===== src/hw/rtl/sr_pkg.sv =====
// sr_pkg: shared types, widths, codes and constant helpers of the synaptic rectifier.
// Used by sr_front, sr_queue, sr_back and synaptic_rectifier; depends on nothing.
`timescale 1ns / 1ps
package sr_pkg;

	// Fixed formats
	localparam int SAMPLE_W      = 32;
	localparam int FRAC_BITS     = 16;
	localparam int LOG_EXP_STEPS = 20;
	localparam int GAIN_W        = 32;
	localparam int GMAX_W        = 40;
	localparam int ETA_W         = 16;
	localparam int OFFSET_W      = 32;
	localparam int EXP_W         = 24;
	localparam int COND_W        = 48;
	localparam int CFG_DATA_W    = 40;
	localparam int CFG_IDX_W     = 3;

	// Internal widths
	localparam int DIFF_W  = SAMPLE_W + 1;            // sample minus offset
	localparam int LEAD_W  = $clog2(DIFF_W);          // leading-one position
	localparam int MANT_W  = 31;                      // Q1.30 log mantissa
	localparam int NORM_W  = DIFF_W + MANT_W - 1;
	localparam int SQ_W    = 2 * MANT_W;
	localparam int LG_W    = LEAD_W + 1 + LOG_EXP_STEPS;
	localparam int Y_W     = LG_W + EXP_W + 1;
	localparam int TB      = LOG_EXP_STEPS + FRAC_BITS;
	localparam int YI_W    = Y_W - TB;
	localparam int R_W     = 32;                      // Q1.31 exp accumulator
	localparam int RP_W    = 2 * R_W;
	localparam int PMAG_W  = 61;                      // clipped power / work point
	localparam int PLO_W   = 31;                      // low split of pmag
	localparam int PLOP_W  = GAIN_W + PLO_W;
	localparam int PHIP_W  = GAIN_W + PMAG_W - PLO_W;
	localparam int P_W     = GAIN_W + PMAG_W;
	localparam int LINP_W  = 2 * SAMPLE_W;
	localparam int DEN_W   = PMAG_W + 1;
	localparam int T_W     = FRAC_BITS + 1;
	localparam int GP_W    = 2 * T_W;
	localparam int CP_W    = GMAX_W + T_W;
	localparam int POW_BIAS      = 31 - FRAC_BITS;
	localparam int POW_SAT_SHIFT = 30;

	localparam logic [PMAG_W-1:0] MAG_LIMIT = {PMAG_W{1'b1}};
	localparam logic [T_W-1:0]    ONE       = T_W'(1) << FRAC_BITS;
	localparam logic [R_W-1:0]    R_ONE     = R_W'(1) << (R_W - 1);

	// Queue between front and back
	localparam int QUEUE_DEPTH = 4;
	localparam int QPTR_W      = $clog2(QUEUE_DEPTH);

	// Back pipeline stage map
	localparam int ST_A      = 0;
	localparam int ST_B      = 1;
	localparam int ST_LOG0   = 2;
	localparam int ST_Y      = ST_LOG0 + LOG_EXP_STEPS;
	localparam int ST_SPLIT  = ST_Y + 1;
	localparam int ST_EXP0   = ST_SPLIT + 1;
	localparam int ST_SHIFT  = ST_EXP0 + LOG_EXP_STEPS;
	localparam int ST_MUL0   = ST_SHIFT + 1;
	localparam int ST_MUL1   = ST_MUL0 + 1;
	localparam int ST_SUM    = ST_MUL1 + 1;
	localparam int ST_OVF    = ST_SUM + 1;
	localparam int ST_DIV0   = ST_OVF + 1;
	localparam int ST_WSEL   = ST_DIV0 + PMAG_W;
	localparam int ST_FSET   = ST_WSEL + 1;
	localparam int ST_F0     = ST_FSET + 1;
	localparam int ST_FSTEP0 = ST_F0 + 1;
	localparam int ST_G      = ST_FSTEP0 + FRAC_BITS;
	localparam int ST_OUT    = ST_G + 1;
	localparam int NSTAGE    = ST_OUT + 1;

	// Mode codes
	localparam logic [1:0] MODE_BYPASS = 2'd0;
	localparam logic [1:0] MODE_LINEAR = 2'd1;
	localparam logic [1:0] MODE_NONLIN = 2'd2;

	// Register indexes
	localparam logic [CFG_IDX_W-1:0] REG_MODE     = 3'd0;
	localparam logic [CFG_IDX_W-1:0] REG_GAIN     = 3'd1;
	localparam logic [CFG_IDX_W-1:0] REG_GMAX     = 3'd2;
	localparam logic [CFG_IDX_W-1:0] REG_LEAK     = 3'd3;
	localparam logic [CFG_IDX_W-1:0] REG_OFFSET   = 3'd4;
	localparam logic [CFG_IDX_W-1:0] REG_EXPONENT = 3'd5;

	typedef enum logic [1:0] {
		KIND_BYPASS,
		KIND_LINEAR,
		KIND_NONLIN
	} kind_t;

	typedef struct packed {
		logic [1:0]                 mode;
		logic signed [GAIN_W-1:0]   gain;
		logic [GMAX_W-1:0]          max_cond;
		logic [ETA_W-1:0]           leak;
		logic signed [OFFSET_W-1:0] offset;
		logic [EXP_W-1:0]           exponent;
	} cfg_t;

	// Classified item handed from front to back
	typedef struct packed {
		kind_t                      kind;
		logic signed [SAMPLE_W-1:0] smp;
		logic [DIFF_W-1:0]          m;
		logic                       pneg;
		logic                       skip;
		logic                       m_zero;
		logic                       e_zero;
	} item_t;

	// Everything one item carries through the back pipeline
	typedef struct packed {
		kind_t                      kind;
		logic signed [SAMPLE_W-1:0] smp;
		logic [GAIN_W-1:0]          gmag;
		logic                       gneg;
		logic [LINP_W-1:0]          lin_p;
		logic                       lin_neg;
		logic [COND_W-1:0]          res;
		logic                       sat;
		logic                       pneg;
		logic                       skip;
		logic                       m_zero;
		logic                       e_zero;
		logic [DIFF_W-1:0]          m;
		logic [LEAD_W-1:0]          n;
		logic [MANT_W-1:0]          x;
		logic [LOG_EXP_STEPS-1:0]   lfrac;
		logic signed [Y_W-1:0]      y;
		logic signed [YI_W-1:0]     yi;
		logic [LOG_EXP_STEPS-1:0]   fb;
		logic [R_W-1:0]             r;
		logic [PMAG_W-1:0]          pmag;
		logic [PLOP_W-1:0]          plo;
		logic [PHIP_W-1:0]          phi;
		logic [P_W-1:0]             p;
		logic                       ovf;
		logic [GMAX_W-1:0]          rem;
		logic [PMAG_W-1:0]          q;
		logic                       wneg;
		logic                       pos;
		logic [PMAG_W-1:0]          wmag;
		logic [DEN_W-1:0]           fr;
		logic [DEN_W-1:0]           den;
		logic [T_W-1:0]             t;
		logic [T_W-1:0]             gv;
	} work_t;

	// Integer square root, bit by bit
	function automatic logic [63:0] isqrt64(input logic [63:0] v_in);
		logic [63:0] v;
		logic [63:0] res;
		logic [63:0] bit_v;
		v     = v_in;
		res   = '0;
		bit_v = 64'h4000_0000_0000_0000;
		for (int k = 0; k < 32; k++) begin
			if (v >= res + bit_v) begin
				v   = v - (res + bit_v);
				res = (res >> 1) + bit_v;
			end else begin
				res = res >> 1;
			end
			bit_v = bit_v >> 2;
		end
		return res;
	endfunction

	// 2^(2^-k) in Q1.31, each factor the root of the one before, from 2.0
	function automatic logic [R_W-1:0] exp_factor(input int k);
		logic [63:0] c;
		c = 64'h1_0000_0000;
		for (int j = 1; j <= k; j++) begin
			c = isqrt64(c << 31);
		end
		return c[R_W-1:0];
	endfunction

endpackage


===== src/hw/rtl/sr_queue.sv =====
// sr_queue: short FIFO of classified items between front and back.
// Depends on sr_pkg (item_t, queue depth).
`timescale 1ns / 1ps
module sr_queue (
	input  logic          clk,
	input  logic          arst_n,
	input  logic          push_valid,
	output logic          push_ready,
	input  sr_pkg::item_t push_data,
	output logic          pop_valid,
	input  logic          pop_ready,
	output sr_pkg::item_t pop_data
);

	sr_pkg::item_t                mem_q [sr_pkg::QUEUE_DEPTH];
	logic [sr_pkg::QPTR_W-1:0]    wr_ptr_q;
	logic [sr_pkg::QPTR_W-1:0]    rd_ptr_q;
	logic [sr_pkg::QPTR_W:0]      count_q;
	logic                         push;
	logic                         pop;

	assign push_ready = (count_q != (sr_pkg::QPTR_W + 1)'(sr_pkg::QUEUE_DEPTH));
	assign pop_valid  = (count_q != '0);
	assign pop_data   = mem_q[rd_ptr_q];
	assign push       = push_valid && push_ready;
	assign pop        = pop_valid && pop_ready;

	// pointers and fill level
	always_ff @(posedge clk or negedge arst_n) begin
		if (!arst_n) begin
			wr_ptr_q <= '0;
			rd_ptr_q <= '0;
			count_q  <= '0;
		end else begin
			if (push) wr_ptr_q <= wr_ptr_q + 1'b1;
			if (pop)  rd_ptr_q <= rd_ptr_q + 1'b1;
			if (push && !pop)      count_q <= count_q + 1'b1;
			else if (pop && !push) count_q <= count_q - 1'b1;
		end
	end

	// storage
	always_ff @(posedge clk) begin
		if (push) mem_q[wr_ptr_q] <= push_data;
	end

endmodule


===== config.mk =====
export PLATFORM = sky130hd
export DESIGN_NAME = sr_queue
export DESIGN_NICKNAME = d
export VERILOG_FILES = /design/src/hw/rtl/sr_pkg.sv /design/src/hw/rtl/sr_queue.sv
export SDC_FILE = /design/constraint.sdc
export NUM_CORES = 1
export LEC_CHECK = 0
export CAP_MARGIN = 10
export CORE_MARGIN = 2
export CORE_UTILIZATION = 35
export DETAILED_ROUTE_END_ITERATION = 6
export DONT_BUFFER_PORTS = 1
export GPL_TIMING_DRIVEN = 0
export PLACE_DENSITY = 0.52
export SETUP_SLACK_MARGIN = 0.15
export SLEW_MARGIN = 20
export SYNTH_ARGS = -nofsm -noshare
export SYNTH_HDL_FRONTEND = slang
export SYNTH_SLANG_ARGS = --single-unit

===== constraint.sdc =====
create_clock -name clk -period 8.3 [get_ports clk]
set_input_delay 1.66 -clock clk [delete_from_list [all_inputs] [get_ports clk]]
set_output_delay 1.66 -clock clk [all_outputs]
set_load 0.02 [all_outputs]

==> impl_results.md <==
* Status: finished, final reports clean
* Number of top-level pins at 148
* Worst Path Required at 6.64 ns
* Sequential share of the synthesized area at between 80% and 90%
* Mapped cell area at 10730 um2
* Number of buffers created by CTS at 30
* Nets at 523
* Critical Path, Cell by Cell: clkbuf_2, buf_2, mux4_2
* Logic pwr share at roughly 30%
* Seq cells post-synth at 291
* Core area at around 30000 um2
* Syn avg cell area at 26.43 um2
* Setup crit start: rd_ptr_q[1]
* Switching Power at 1.456 mW
* Asr flop ratio synth at 2.405%
* Reg power frac at 42.8%
* Power Density at about 380 nW/um2
* Worst skew pair latency at around 0.55 ns
* Synth top area share at 79.49%
* Critical path capture point type: primary output
* Main synth FF type: edfxtp_1
* Chip width at between 150 and 200 um
* Crit-path slowest cell: mux4_2
* Crit path arrival time at around 2.0 ns
* Post-route ant nets at 0
* Synth-to-layout area growth at 14.52%
* Final Util at roughly 40%
* Synth top area cells: edfxtp_1, mux4_2, dfrtp_1
* Post-CTS Resized at 0
* Diodes inserted at 0
* CP max FO at 10
* Setup TNS at 0 ns
* Vias in the first global route at about 4.7k
* Total congestion overflow at 0
* Starting density of the core at a little over a third
* Reg2Reg Launch Point: count_q[0]
* Clk root buf: clkbuf_16
* Hold_sp: count_q[2]
* Post-Route WL at a little under 20 mm
* Most common cell in the netlist: edfxtp_1
* Crit path kind: flip-flop to primary output
* Clock buffer depth at 3
* Post-DP HPWL at 12.02 mm
* Final Hold Fails at 0
* Non-Filler Instances at about 860
* Number of flops mapped to enable cells by yosys at ~280
* Max Slew Vio Count at 0
* Yosys warning total at 0
* Critical path launch point type: flip-flop
* Vias per inst at about 5
* Die area at approximately 32000 um2
* Fmax at about 270 MHz
* Gate count of the mapped netlist at 406
* Switch share at between 30% and 40%
* CTS tree: yes
* CTS Sinks at just under 300
* First-pass GRT wire length at a little under 30 mm
* Min cycle time layout at 3.698 ns
* DRC at 0
* Leak at ~3.9 nW
* Critical Path Max Stage Delay at 0.47 ns
* VDD IR max at roughly 0.00018 V
* # Post-CTS Setup Buffers at 0
* Pint at around 3.2 mW
* Worst reg-to-reg setup slack at 6.06 ns
* First-pass DRT Iterations at 4
* Ratio of cells with drive above 1 in the final layout at 30.11%
* Placed Cells at slightly above 800
* Num rows at 64
* Die Y at approximately 180 um
* Leading area contributor after synthesis: edfxtp_1
* DR WL/cell at ~23 um
* Max-Cap Viols at 0
* Fin Clk Skew at around 0.015 ns
* Gpl congestion at between 0.6 and 0.7
* Hold buffer count at cts at 0
* Synth unique cells at 20
* Initial antenna violation count at 0
* Slew headroom at a little under three fifths
* Endpoints failing setup at 0
* Clock power share at between 20% and 30%
* Largest net degree at the start of global routing at 39
* # port buffers at 0
* Worst-margin pin slew at between 0.6 and 0.7 ns
* RSZ-0062 raised after global routing: no
* Hold Path Class: flip-flop to flip-flop
* Synth cell count leaders: edfxtp_1, mux4_2, buf_12, buf_2, dfrtp_1
* Syn_nets at 487
* Htree depth at 1
* Initial DRC count at about 190
* Vias at 4190
* Clock slew at reported path FFs at 0.06 ns
* Period Utilization, post-route at 44.56%
* Total GRT Usage at between 10% and 20%
==> flip-flops by register name, summed over array words and instances (netlist names) <==
register  count
count_q       3
mem_q       284
rd_ptr_q      2
wr_ptr_q      2
==> critical path: cells and delay by family (launching register included) <==
kind	cells	cell delay, ns
buffers and inverters	2	0.70
multiplexers	1	0.47
flip-flops	1	0.32
==> power by group through the flow <==
stage	clock network, mW	logic [mW]	registers [mW]
2_1_floorplan	0	1.12	2.04
3_3_place_gp	0	1.41	2.07
3_5_place_dp	0	1.45	2.04
4_1_cts	1.34	1.45	2.01
5_1_grt	1.40	1.50	2.03
6_report	1.29	1.39	2.01
==> kinds of logic (layout without fill, tap and decap cells) <==
logic type	Yosys count	after routing	synth area share [%]
simple gates	10	10	0.4781
buf+inv	19	78	1.889
compound gates	1	1	0.1049
fa+ha+maj	6	6	0.7697
mux	73	73	15.15
xor+xnor	6	6	0.4898
flops	291	291	81.12
==> area by class of cell <==
class | instances | area [um2]
Sequential cell | 291 | 8703
Multi-Input combinational cell | 96 | 1833
Fill cell | 2625 | 18060
Clock inverter | 22 | 188.9
Timing Repair Buffer | 4 | 80.08
Inverter | 3 | 11.26
Tap cell | 396 | 495.5
Clock buffer | 33 | 783.3
Buffer | 16 | 191.4
==> stage by stage <==
step                      cell area [um2]  power, mW  hold WS (ns)  setup slack, ns
after floorplan                     10730      3.158        0.4926            4.235
after global placement              11220      3.478        0.5149            2.670
after detailed placement            11310      3.493        0.5467            4.890
after CTS                           12290      4.805        0.5541            4.447
after global routing                12290      4.934        0.5874            4.424
final                               12290      4.690        0.5469            4.602
==> path summary, 6_finish.rpt <==
path | to | cells after the start
worst max-delay path | pop_data[10] | 3
worst min-delay path | count_q[2] | 1
worst max register to register | count_q[2] | 8
worst min register to register | count_q[2] | 1
max in group asynchronous | rd_ptr_q[1] | 0
min in group asynchronous | count_q[0] | 0
==> per-layer routing <==
layer	track usage (%)	up-vias	wire, um
li1	-	1820	-
met1	14.09	2211	7366
met2	21.54	123	9998
met3	4.495	36	1715
met4	3.726	0	397
met5	0	-	0
==> cells in the final DEF, fill, tap and decap left out, drive strengths merged <==
master / synthesis / final
a21boi: 1 / 1
and2: 4 / 4
buf: 15 / 19
bufinv: 0 / 3
clkbuf: 1 / 34
clkinv: 0 / 14
clkinvlp: 0 / 5
dfrtp: 7 / 7
edfxtp: 284 / 284
fa: 1 / 1
ha: 5 / 5
inv: 3 / 3
mux2: 2 / 2
mux4: 71 / 71
nand2: 2 / 2
nand3: 1 / 1
nor2: 2 / 2
or3: 1 / 1
xnor2: 4 / 4
xor2: 2 / 2
(Power assumes the default switching activity.)
