==> src/hw/rtl/sr_pkg.sv <==
// sr_pkg: shared types, widths, codes and constant helpers of the synaptic rectifier.
// Used by sr_front, sr_queue, sr_back and synaptic_rectifier; depends on nothing.
`timescale 1ns / 1ps
package sr_pkg;

	// Fixed formats
	localparam int SAMPLE_W      = 32;
	localparam int FRAC_BITS     = 16;
	localparam int LOG_EXP_STEPS = 20;
	localparam int GAIN_W        = 32;
	localparam int GMAX_W        = 40;
	localparam int ETA_W         = 16;
	localparam int OFFSET_W      = 32;
	localparam int EXP_W         = 24;
	localparam int COND_W        = 48;
	localparam int CFG_DATA_W    = 40;
	localparam int CFG_IDX_W     = 3;

	// Internal widths
	localparam int DIFF_W  = SAMPLE_W + 1;            // sample minus offset
	localparam int LEAD_W  = $clog2(DIFF_W);          // leading-one position
	localparam int MANT_W  = 31;                      // Q1.30 log mantissa
	localparam int NORM_W  = DIFF_W + MANT_W - 1;
	localparam int SQ_W    = 2 * MANT_W;
	localparam int LG_W    = LEAD_W + 1 + LOG_EXP_STEPS;
	localparam int Y_W     = LG_W + EXP_W + 1;
	localparam int TB      = LOG_EXP_STEPS + FRAC_BITS;
	localparam int YI_W    = Y_W - TB;
	localparam int R_W     = 32;                      // Q1.31 exp accumulator
	localparam int RP_W    = 2 * R_W;
	localparam int PMAG_W  = 61;                      // clipped power / work point
	localparam int PLO_W   = 31;                      // low split of pmag
	localparam int PLOP_W  = GAIN_W + PLO_W;
	localparam int PHIP_W  = GAIN_W + PMAG_W - PLO_W;
	localparam int P_W     = GAIN_W + PMAG_W;
	localparam int LINP_W  = 2 * SAMPLE_W;
	localparam int DEN_W   = PMAG_W + 1;
	localparam int T_W     = FRAC_BITS + 1;
	localparam int GP_W    = 2 * T_W;
	localparam int CP_W    = GMAX_W + T_W;
	localparam int POW_BIAS      = 31 - FRAC_BITS;
	localparam int POW_SAT_SHIFT = 30;

	localparam logic [PMAG_W-1:0] MAG_LIMIT = {PMAG_W{1'b1}};
	localparam logic [T_W-1:0]    ONE       = T_W'(1) << FRAC_BITS;
	localparam logic [R_W-1:0]    R_ONE     = R_W'(1) << (R_W - 1);

	// Queue between front and back
	localparam int QUEUE_DEPTH = 4;
	localparam int QPTR_W      = $clog2(QUEUE_DEPTH);

	// Back pipeline stage map
	localparam int ST_A      = 0;
	localparam int ST_B      = 1;
	localparam int ST_LOG0   = 2;
	localparam int ST_Y      = ST_LOG0 + LOG_EXP_STEPS;
	localparam int ST_SPLIT  = ST_Y + 1;
	localparam int ST_EXP0   = ST_SPLIT + 1;
	localparam int ST_SHIFT  = ST_EXP0 + LOG_EXP_STEPS;
	localparam int ST_MUL0   = ST_SHIFT + 1;
	localparam int ST_MUL1   = ST_MUL0 + 1;
	localparam int ST_SUM    = ST_MUL1 + 1;
	localparam int ST_OVF    = ST_SUM + 1;
	localparam int ST_DIV0   = ST_OVF + 1;
	localparam int ST_WSEL   = ST_DIV0 + PMAG_W;
	localparam int ST_FSET   = ST_WSEL + 1;
	localparam int ST_F0     = ST_FSET + 1;
	localparam int ST_FSTEP0 = ST_F0 + 1;
	localparam int ST_G      = ST_FSTEP0 + FRAC_BITS;
	localparam int ST_OUT    = ST_G + 1;
	localparam int NSTAGE    = ST_OUT + 1;

	// Mode codes
	localparam logic [1:0] MODE_BYPASS = 2'd0;
	localparam logic [1:0] MODE_LINEAR = 2'd1;
	localparam logic [1:0] MODE_NONLIN = 2'd2;

	// Register indexes
	localparam logic [CFG_IDX_W-1:0] REG_MODE     = 3'd0;
	localparam logic [CFG_IDX_W-1:0] REG_GAIN     = 3'd1;
	localparam logic [CFG_IDX_W-1:0] REG_GMAX     = 3'd2;
	localparam logic [CFG_IDX_W-1:0] REG_LEAK     = 3'd3;
	localparam logic [CFG_IDX_W-1:0] REG_OFFSET   = 3'd4;
	localparam logic [CFG_IDX_W-1:0] REG_EXPONENT = 3'd5;

	typedef enum logic [1:0] {
		KIND_BYPASS,
		KIND_LINEAR,
		KIND_NONLIN
	} kind_t;

	typedef struct packed {
		logic [1:0]                 mode;
		logic signed [GAIN_W-1:0]   gain;
		logic [GMAX_W-1:0]          max_cond;
		logic [ETA_W-1:0]           leak;
		logic signed [OFFSET_W-1:0] offset;
		logic [EXP_W-1:0]           exponent;
	} cfg_t;

	// Classified item handed from front to back
	typedef struct packed {
		kind_t                      kind;
		logic signed [SAMPLE_W-1:0] smp;
		logic [DIFF_W-1:0]          m;
		logic                       pneg;
		logic                       skip;
		logic                       m_zero;
		logic                       e_zero;
	} item_t;

	// Everything one item carries through the back pipeline
	typedef struct packed {
		kind_t                      kind;
		logic signed [SAMPLE_W-1:0] smp;
		logic [GAIN_W-1:0]          gmag;
		logic                       gneg;
		logic [LINP_W-1:0]          lin_p;
		logic                       lin_neg;
		logic [COND_W-1:0]          res;
		logic                       sat;
		logic                       pneg;
		logic                       skip;
		logic                       m_zero;
		logic                       e_zero;
		logic [DIFF_W-1:0]          m;
		logic [LEAD_W-1:0]          n;
		logic [MANT_W-1:0]          x;
		logic [LOG_EXP_STEPS-1:0]   lfrac;
		logic signed [Y_W-1:0]      y;
		logic signed [YI_W-1:0]     yi;
		logic [LOG_EXP_STEPS-1:0]   fb;
		logic [R_W-1:0]             r;
		logic [PMAG_W-1:0]          pmag;
		logic [PLOP_W-1:0]          plo;
		logic [PHIP_W-1:0]          phi;
		logic [P_W-1:0]             p;
		logic                       ovf;
		logic [GMAX_W-1:0]          rem;
		logic [PMAG_W-1:0]          q;
		logic                       wneg;
		logic                       pos;
		logic [PMAG_W-1:0]          wmag;
		logic [DEN_W-1:0]           fr;
		logic [DEN_W-1:0]           den;
		logic [T_W-1:0]             t;
		logic [T_W-1:0]             gv;
	} work_t;

	// Integer square root, bit by bit
	function automatic logic [63:0] isqrt64(input logic [63:0] v_in);
		logic [63:0] v;
		logic [63:0] res;
		logic [63:0] bit_v;
		v     = v_in;
		res   = '0;
		bit_v = 64'h4000_0000_0000_0000;
		for (int k = 0; k < 32; k++) begin
			if (v >= res + bit_v) begin
				v   = v - (res + bit_v);
				res = (res >> 1) + bit_v;
			end else begin
				res = res >> 1;
			end
			bit_v = bit_v >> 2;
		end
		return res;
	endfunction

	// 2^(2^-k) in Q1.31, each factor the root of the one before, from 2.0
	function automatic logic [R_W-1:0] exp_factor(input int k);
		logic [63:0] c;
		c = 64'h1_0000_0000;
		for (int j = 1; j <= k; j++) begin
			c = isqrt64(c << 31);
		end
		return c[R_W-1:0];
	endfunction

endpackage

==> src/hw/rtl/sr_front.sv <==
// sr_front: accepts samples, subtracts the offset and classifies each transaction.
// Depends on sr_pkg (cfg_t, item_t, mode codes).
`timescale 1ns / 1ps
module sr_front (
	input  logic                               clk,
	input  logic                               arst_n,
	input  sr_pkg::cfg_t                       cfg,
	input  logic                               sample_valid,
	output logic                               sample_ready,
	input  logic signed [sr_pkg::SAMPLE_W-1:0] sample,
	output logic                               item_valid,
	input  logic                               item_ready,
	output sr_pkg::item_t                      item
);

	sr_pkg::item_t                     item_s1;
	logic                              vld_s1;
	sr_pkg::item_t                     cls;
	logic signed [sr_pkg::DIFF_W-1:0]  d;

	// classification
	always_comb begin
		d = sr_pkg::DIFF_W'(sample) - sr_pkg::DIFF_W'(cfg.offset);
		cls.smp    = sample;
		cls.m      = d[sr_pkg::DIFF_W-1] ? (~d + 1'b1) : d;
		cls.m_zero = (d == '0);
		cls.skip   = (cfg.exponent == sr_pkg::EXP_W'(sr_pkg::ONE));
		cls.e_zero = (cfg.exponent == '0);
		cls.pneg   = cls.skip ? d[sr_pkg::DIFF_W-1] : (d[sr_pkg::DIFF_W-1] || cls.m_zero);
		unique case (cfg.mode)
			sr_pkg::MODE_LINEAR: cls.kind = sr_pkg::KIND_LINEAR;
			sr_pkg::MODE_NONLIN: cls.kind = sr_pkg::KIND_NONLIN;
			default:             cls.kind = sr_pkg::KIND_BYPASS;
		endcase
	end

	assign sample_ready = !vld_s1 || item_ready;
	assign item_valid   = vld_s1;
	assign item         = item_s1;

	// input register stage
	always_ff @(posedge clk or negedge arst_n) begin
		if (!arst_n) begin
			vld_s1 <= 1'b0;
		end else if (sample_ready) begin
			vld_s1 <= sample_valid;
		end
	end

	always_ff @(posedge clk) begin
		if (sample_valid && sample_ready) item_s1 <= cls;
	end

endmodule

==> config.mk <==
export PLATFORM = sky130hd
export DESIGN_NAME = sr_front
export DESIGN_NICKNAME = d
export VERILOG_FILES = /design/src/hw/rtl/sr_pkg.sv /design/src/hw/rtl/sr_front.sv
export SDC_FILE = /design/constraint.sdc
export NUM_CORES = 1
export LEC_CHECK = 0
export ABC_AREA = 1
export BUFFER_PORTS_ARGS = -buffer_cell sky130_fd_sc_hd__buf_2
export CORE_ASPECT_RATIO = 1.75
export CORE_MARGIN = 3
export CORE_UTILIZATION = 43
export CTS_CLUSTER_DIAMETER = 50
export DETAILED_ROUTE_END_ITERATION = 7
export GPL_TIMING_DRIVEN = 0
export HOLD_SLACK_MARGIN = 0.12
export PLACE_DENSITY = 0.69
export SLEW_MARGIN = 15
export SYNTH_ARGS = -nofsm -noshare
export SYNTH_HDL_FRONTEND = slang
export SYNTH_SLANG_ARGS = --single-unit
==> constraint.sdc <==
create_clock -name clk -period 5.95 [get_ports clk]
set_clock_uncertainty 0.05 [all_clocks]
set_input_delay 0.8925 -clock clk [delete_from_list [all_inputs] [get_ports clk]]
set_output_delay 0.8925 -clock clk [all_outputs]
set_load 0.01 [all_outputs]
==> results.md, run 1 <==
* Die ar. at 0.0165 sq mm
* Post-synth cell types at 32
* CTS Root Cell: clkbuf_16
* Clock Sinks at 72
* Syn Inst Count at 957
* Main flop type after synthesis: edfxtp_1
* H-tree depth at 3
* Outcome: complete, no violations
* Mapped Area at 0.00640 sq mm
* Required time of the critical path at 6000 ps
* Post-route minimum period at 3540 ps
* Initial core utilization at 44.1%
* Clock tree buffer depth at 2
* Buffers on Ports at 166
* CP Max Fanout at 4
* Fillers at 1539
* Max Cap Viol at 0
* Final Non-Filler Cells at 1322
* Chip height at 167 microns
* GPL Wtd Cong at 0.925
* GRT Total Usage at 21.5%
* Top cell type's share of synthesized area at 33.3%
* Avg Cell Area, Syn at 6.69 sq um
* Sequence of cells on the critical path: buf_2, inv_1, ha_1, fa_1, inv_1, nand2_1, nand2_1, nand3_1, nand2_2, nand2_1, nand2_1, nand2_1, nor2_1, nand3_1, nor2_1, nand3_1, nor2_1, nand4_1, ha_1, nor2_1
* Crit path DAT at 3590 ps
* Area contributors post-synth: edfxtp_1 33%, nand2_1 21%, inv_1 11%
* CP peak stage delay at 410 ps
* Layout cell share with drive strength beyond 1 at 22.6%
* Hold-fix buffers, CTS at 0
* Nets at 1356
* FFs w/ async S/R, synth at 1.39%
* DR WL/cell at 13.5 microns
* Final Setup Violations at 0
* Antenna Nets Post-Route at 0
* Power per standard cell area at 238 mW/mm^2
* Synth-to-layout area growth at 22.4%
* # IOs at 255
* Vias at 6344
* Max-slew violation count at 0
* Placed Cells at 1306
* Slowest CP cell: fa_1
* Worst slew pin tran at 489 ps
* Cell taking the most area after synthesis: edfxtp_1
* Total Wirelength at 17800 microns
* Row count at 58
* Cell mode on critical path: nand2_1
* Final period util at 59.5%
* Setup Crit Path Kind: input port to register
* Hold Crit Class: input port to asynchronous set/reset pin
* Initial antenna violation count at 0
* Core Footprint at 0.0145 sq mm
* RSZ-0062 raised after global routing: no
* Vias in the first global route at 6092
* 1st-iter DRT viols at 236
* Syn_nets at 1176
* F_max at 283 MHz
* Drc violations at 0
* Fin. Hold Viols at 0
* Slew headroom at 67.3%
* Pin count of the biggest net entering global routing at 28
* Grt ovf at 0
* Clk pin slew, worst setup/hold paths at 70 ps
* Crit end category: register
* Drt pass-1 iters at 6
* First-pass GRT wire length at 28300 microns
* Sequential element share of the synthesized area at 33.7%
* Crit path launch type: input port
* EDFF count, synth at 71
* CTS Buf Count at 9
* Worst VDD drop at 0.123 mV
* Post-DP HPWL at 15000 microns
* Post-CTS Resized at 0
* CTS tree: done
* Antenna cells at 0
* Total negative slack at 0 ps
* YS warnings at 0
* Pleak at 0.00433 uW
* Die width at 98.3 microns
* Synth Register Bits at 72
* Post-CTS Repair Setup Buffers at 0
* Worst skew pair latency at 340 ps
* Vias per Instance at 4.80
worst paths after layout:
| check | from | endpoint | slack, ps | cells past startpoint |
|---|---|---|---|---|
| setup / recovery | sample[0] | item[36]$_SDFFCE_PN0P_ | 2410 | 20 |
| hold reg to reg | item_valid$_DFFE_PN0N_ | item_valid$_DFFE_PN0N_ | 530 | 2 |
| hold / removal | arst_n | item_valid$_DFFE_PN0N_ | 250 | 1 |
| setup reg to reg | item_valid$_DFFE_PN0N_ | item[32]$_DFFE_PP_ | 4290 | 3 |
| min in group clk | item_valid$_DFFE_PN0N_ | item_valid$_DFFE_PN0N_ | 530 | 2 |
| max in group asynchronous | arst_n | item_valid$_DFFE_PN0N_ | 5510 | 1 |
cells in the final DEF, fill, tap and decap left out, types with 8 or more instances in the layout:
master,count
nand2_1,360
nand2_2,32
nand4_1,20
nand3b_1,8
a21oi_1,14
xor2_1,19
nor2_1,76
edfxtp_1,71
nor2_2,9
clkbuf_16,9
nand3_1,60
buf_2,166
inv_1,192
ha_1,36
worst max-delay path: cells and delay by family:
family                     cells  cell delay [ps]
and+or+nand+nor               14             1580
adders and majority gates      3              880
buffers and inverters          3              240
per-layer routing:
layer | routed length, microns | vias to the layer above | GRT usage [%]
li1 | - | 3320 | -
met1 | 6620 | 2810 | 22.5
met2 | 9910 | 195 | 42.3
met3 | 903 | 19 | 3.79
met4 | 354 | 0 | 6.96
met5 | 0 | - | 0
synth_stat cells, types with 8 or more instances:
cell type	instances
nor2_2	9
nand4_1	20
nand2_2	32
inv_1	192
nand3_1	60
edfxtp_1	71
ha_1	36
nor2_1	76
xor2_1	19
a21oi_1	15
nand3b_1	8
nand2_1	360
area by class of cell:
cell class,count,area [sq um],share of cell area [%]
clock buffer,9,225,2.87
inverter,199,747,9.53
sequential,72,2160,27.5
multi-input combinational,683,3490,44.5
tap,180,225,2.87
timing repair buffer,169,893,11.4
buffer,3,26.3,0.335
clock inverter,7,77.6,0.990
flip-flops by register name, summed over array words and instances (netlist names):
name / cells
item: 71
item_valid: 1
power by group:
group | internal, uW | total [uW] | switching (uW)
clock | 329 | 568 | 239
sequential | 632 | 645 | 13.0
combinational | 230 | 656 | 426
metrics by stage:
stage / instance area, sq um / power (uW) / setup WS, ps / util, % / hold slack [ps]
6_report: 7840 / 1870 / 2410 / 54.0 / 255
5_1_grt: 7840 / 1990 / 2060 / 54.0 / 254
4_1_cts: 7840 / 1890 / 2400 / 54.0 / 252
3_5_place_dp: 7530 / 1320 / 2040 / 51.9 / 521
3_3_place_gp: 7460 / 1310 / -628 / 51.4 / 447
2_1_floorplan: 6400 / 1100 / 1000 / - / 547
kinds of logic after synthesis:
family	synth area share, %
AO/OA/AOI/OAI	2.21
buffers and inverters	12.1
XOR/XNOR	3.67
AND/OR/NAND/NOR	41.0
adder cells (fa/ha/maj)	7.35
flip-flops	33.7
Note: power is estimated with default switching activity, not from simulation.
==> inputs of run 2 (changes only) <==
--- a/config.mk
+++ b/config.mk
@@ -14,7 +14,7 @@
 export DETAILED_ROUTE_END_ITERATION = 7
 export GPL_TIMING_DRIVEN = 0
 export HOLD_SLACK_MARGIN = 0.12
-export PLACE_DENSITY = 0.69
+export PLACE_DENSITY = 0.72
 export SLEW_MARGIN = 15
 export SYNTH_ARGS = -nofsm -noshare
 export SYNTH_HDL_FRONTEND = slang
==> constraint.sdc (replaced) <==
create_clock -name clk -period 3.2 [get_ports clk]
set_clock_uncertainty 0.05 [all_clocks]
set_input_delay 0.48 -clock clk [delete_from_list [all_inputs] [get_ports clk]]
set_output_delay 0.48 -clock clk [all_outputs]
set_load 0.01 [all_outputs]
==> run 2 against run 1 <==
  * Core utilization grew 0.23 points
  * Combinational power increased by 87%
  * Sequential cell count did not move
  * Routed wire length rose by 1.7%
  * Register-to-register slack worse by 2800 ps
  * Die area is the same
  * Worst setup slack got worse by 2100 ps
  * Sequential power up 86%
  * Worst hold slack gained 19 ps
  * Critical path type unchanged
  * Critical endpoint unchanged
  * Largest cell class unchanged
  * Largest power group unchanged
==> results.md, run 2 (same netlist as run 1, synthesis figures left out) <==
* Post-route minimum period at 2890 ps
* Layout cell share with drive strength beyond 1 at 23.1% (+0.51 points)
* Buffers on Ports at 166 (unchanged)
* CTS Buf Count at 9 (unchanged)
* Sw power at 1290 uW (+90%)
* Setup Crit Path Kind: input port to register
* Hold Crit Class: input port to register
* First-pass GRT wire length at 27900 microns (-1.4%)
* Die ar. at 0.0165 sq mm (unchanged)
* Max-slew violation count at 0 (unchanged)
* Placed Cells at 1306 (unchanged)
* 1st-iter DRT viols at 308 (+31%)
* Initial core utilization at 44.1% (unchanged)
* Max Cap Viol at 0 (unchanged)
* Overall Power at 3440 uW (+84%)
* Reg2Reg Depth at 3 (unchanged)
* Row count at 58 (unchanged)
* Fin. Hold Viols at 0 (unchanged)
* Total Wirelength at 18100 microns (+1.7%)
* CP Max Fanout at 3 (-1)
* Total negative slack at 0 ps (unchanged)
* Clk pin slew, worst setup/hold paths at 70 ps (about the same)
* Hold_sp: sample[0]
* Hold endpoint: item[37]$_DFFE_PP_
* Outcome: complete, no violations
* Pleak at 0.00433 uW (about the same)
* Gate power share at 35.8% (+0.7 points)
* Sw Ratio at 37.5% (+1.2 points)
* Clock network fraction of total power at 29.2% (-1.2 points)
* Reg power frac at 35.0% (+0.5 points)
* Commonest non-fill, non-tap cells in the layout: 359 x nand2_1, 192 x inv_1, 166 x buf_2
* Drt pass-1 iters at 6 (unchanged)
* Vias per Instance at 4.80 (about the same)
* Initial antenna violation count at 0 (unchanged)
* Clock tree buffer depth at 2 (unchanged)
* Vias in the first global route at 5891 (-3.3%)
* Vias at 6347 (+0.047%)
* Final Setup Violations at 0 (unchanged)
* Clock Sinks at 72 (unchanged)
* Die width at 98.3 microns (unchanged)
* Final period util at 90.5%
* Slack of the worst reg-to-reg path at 1530 ps (-2760 ps)
* CTS tree: done
* Final Non-Filler Cells at 1323 (+0.076%)
* GPL Wtd Cong at 0.893 (-3.5%)
* Slew headroom at 64.2% (-3.1 points)
* Nets at 1357 (+0.074%)
* Reg2reg start: item_valid$_DFFE_PN0N_
* Hold Path Depth at 1
* P_int at 2150 uW (+81%)
* Post-CTS Repair Setup Buffers at 0 (unchanged)
* Crit end category: register
* H-tree depth at 3 (unchanged)
* Required time of the critical path at 3260 ps (-2740 ps)
* Antenna cells at 0 (unchanged)
* Worst skew pair latency at 340 ps (about the same)
* Crit path launch type: input port
* CTS Root Cell: clkbuf_16
* Commonest non-fill, non-tap cell in the layout: nand2_1
* Pin count of the biggest net entering global routing at 28 (unchanged)
* Antenna Nets Post-Route at 0 (unchanged)
* GRT Total Usage at 21.4% (-0.14 points)
* DR WL/cell at 13.7 microns (+1.6%)
* Grt ovf at 0 (unchanged)
* Core Footprint at 0.0145 sq mm (unchanged)
* Max reg flops at 71 (unchanged)
* Chip height at 167 microns (unchanged)
* Crit path DAT at 2950 ps (-640 ps)
* Post-DP HPWL at 15300 microns (+1.4%)
* Worst slew pin tran at 536 ps (+46.4 ps)
* F_max at 345 MHz
* Synth-to-layout area growth at 22.9%
* Reg2Reg Capture Point: item[18]$_DFFE_PP_
* Drc violations at 0 (unchanged)
* Power per standard cell area at 437 mW/mm^2 (+83%)
* Worst VDD drop at 0.240 mV (+95%)
* # IOs at 255 (unchanged)
run 2: cell types whose count changed in the layout (fill, tap and decap cells not counted), moves of 2 or more:
cell    before  now
nor2_2       9   12
buf_16       1    3
nor2_1      76   73
inv_8        0    2
run 2: layer usage:
layer | share of wire (%) | GRT usage (%) | vias to the layer above | routed length [microns]
met1 | 37 | 22.9 | 2801 | 6740
met3 | 4.8 | 3.63 | 29 | 875
met4 | 2.2 | 7.02 | 0 | 403
met2 | 56 | 41.4 | 189 | 10100
met5 | 0 | 0 | - | 0
li1 | - | - | 3328 | -
run 2: worst max-delay path: stages:
cell	delay, ps
buf_2	80
inv_1	50
ha_1	190
fa_2	550
ha_1	140
inv_1	40
nor2_1	100
nand3_1	120
nor2_2	130
inv_1	50
nor2_1	80
nand3_1	110
nor2_2	140
nand3_2	100
nor2_2	160
nand4_1	110
ha_1	280
nor2_1	40
run 2: worst max-delay path by stage:
stage / start / endpoint / slack [ps] / cells after the start
finish: sample[0] / item[36]$_SDFFCE_PN0P_ / 310 / 18
CTS: sample[0] / item[3]$_DFFE_PP_ / 120 / 20
detailed placement: sample[0] / item[3]$_DFFE_PP_ / -240 / 20
floorplan: item_ready / item[0]$_DFFE_PP_ / 110 / 2
global route: sample[0] / item[36]$_SDFFCE_PN0P_ / -30 / 18
global placement: item_ready / item[16]$_DFFE_PP_ / -860 / 3
run 2: area by class of cell:
| cell class | count | area [sq um] |
|---|---|---|
| Fill cell | 1518 | 6640 |
| Multi-Input combinational cell | 683 | 3500 |
| Sequential cell | 72 | 2160 |
| Timing Repair Buffer | 170 | 923 |
| Inverter | 199 | 747 |
| Clock buffer | 9 | 225 |
| Tap cell | 180 | 225 |
| Clock inverter | 7 | 63.8 |
| Buffer | 3 | 26.3 |
run 2: power by group through the flow:
stage          Sequential (uW)  Combinational, uW  Clock (uW)
6_report                  1200               1230        1000
3_5_place_dp              1220               1230           0
4_1_cts                   1200               1240        1020
5_1_grt                   1210               1380        1060
2_1_floorplan             1270                775           0
3_3_place_gp              1230               1200           0
run 2: what timing repair did:
| item | in CTS | in global routing |
|---|---|---|
| hold buffers | 1 | 0 |
| resized for setup | 0 | 7 |
| setup endpoints to repair | 0 | 3 |
| hold endpoints to repair | 1 | 0 |
run 2: stage by stage:
stage	cell area, sq um	utilization [%]	hold WS [ps]	setup WS [ps]
after floorplan	6410	-	134	115
after global placement	7460	51.4	205	-863
after detailed placement	7550	52.1	206	-239
after CTS	7850	54.1	267	116
after global routing	7870	54.2	270	-30.0
final	7870	54.2	274	305
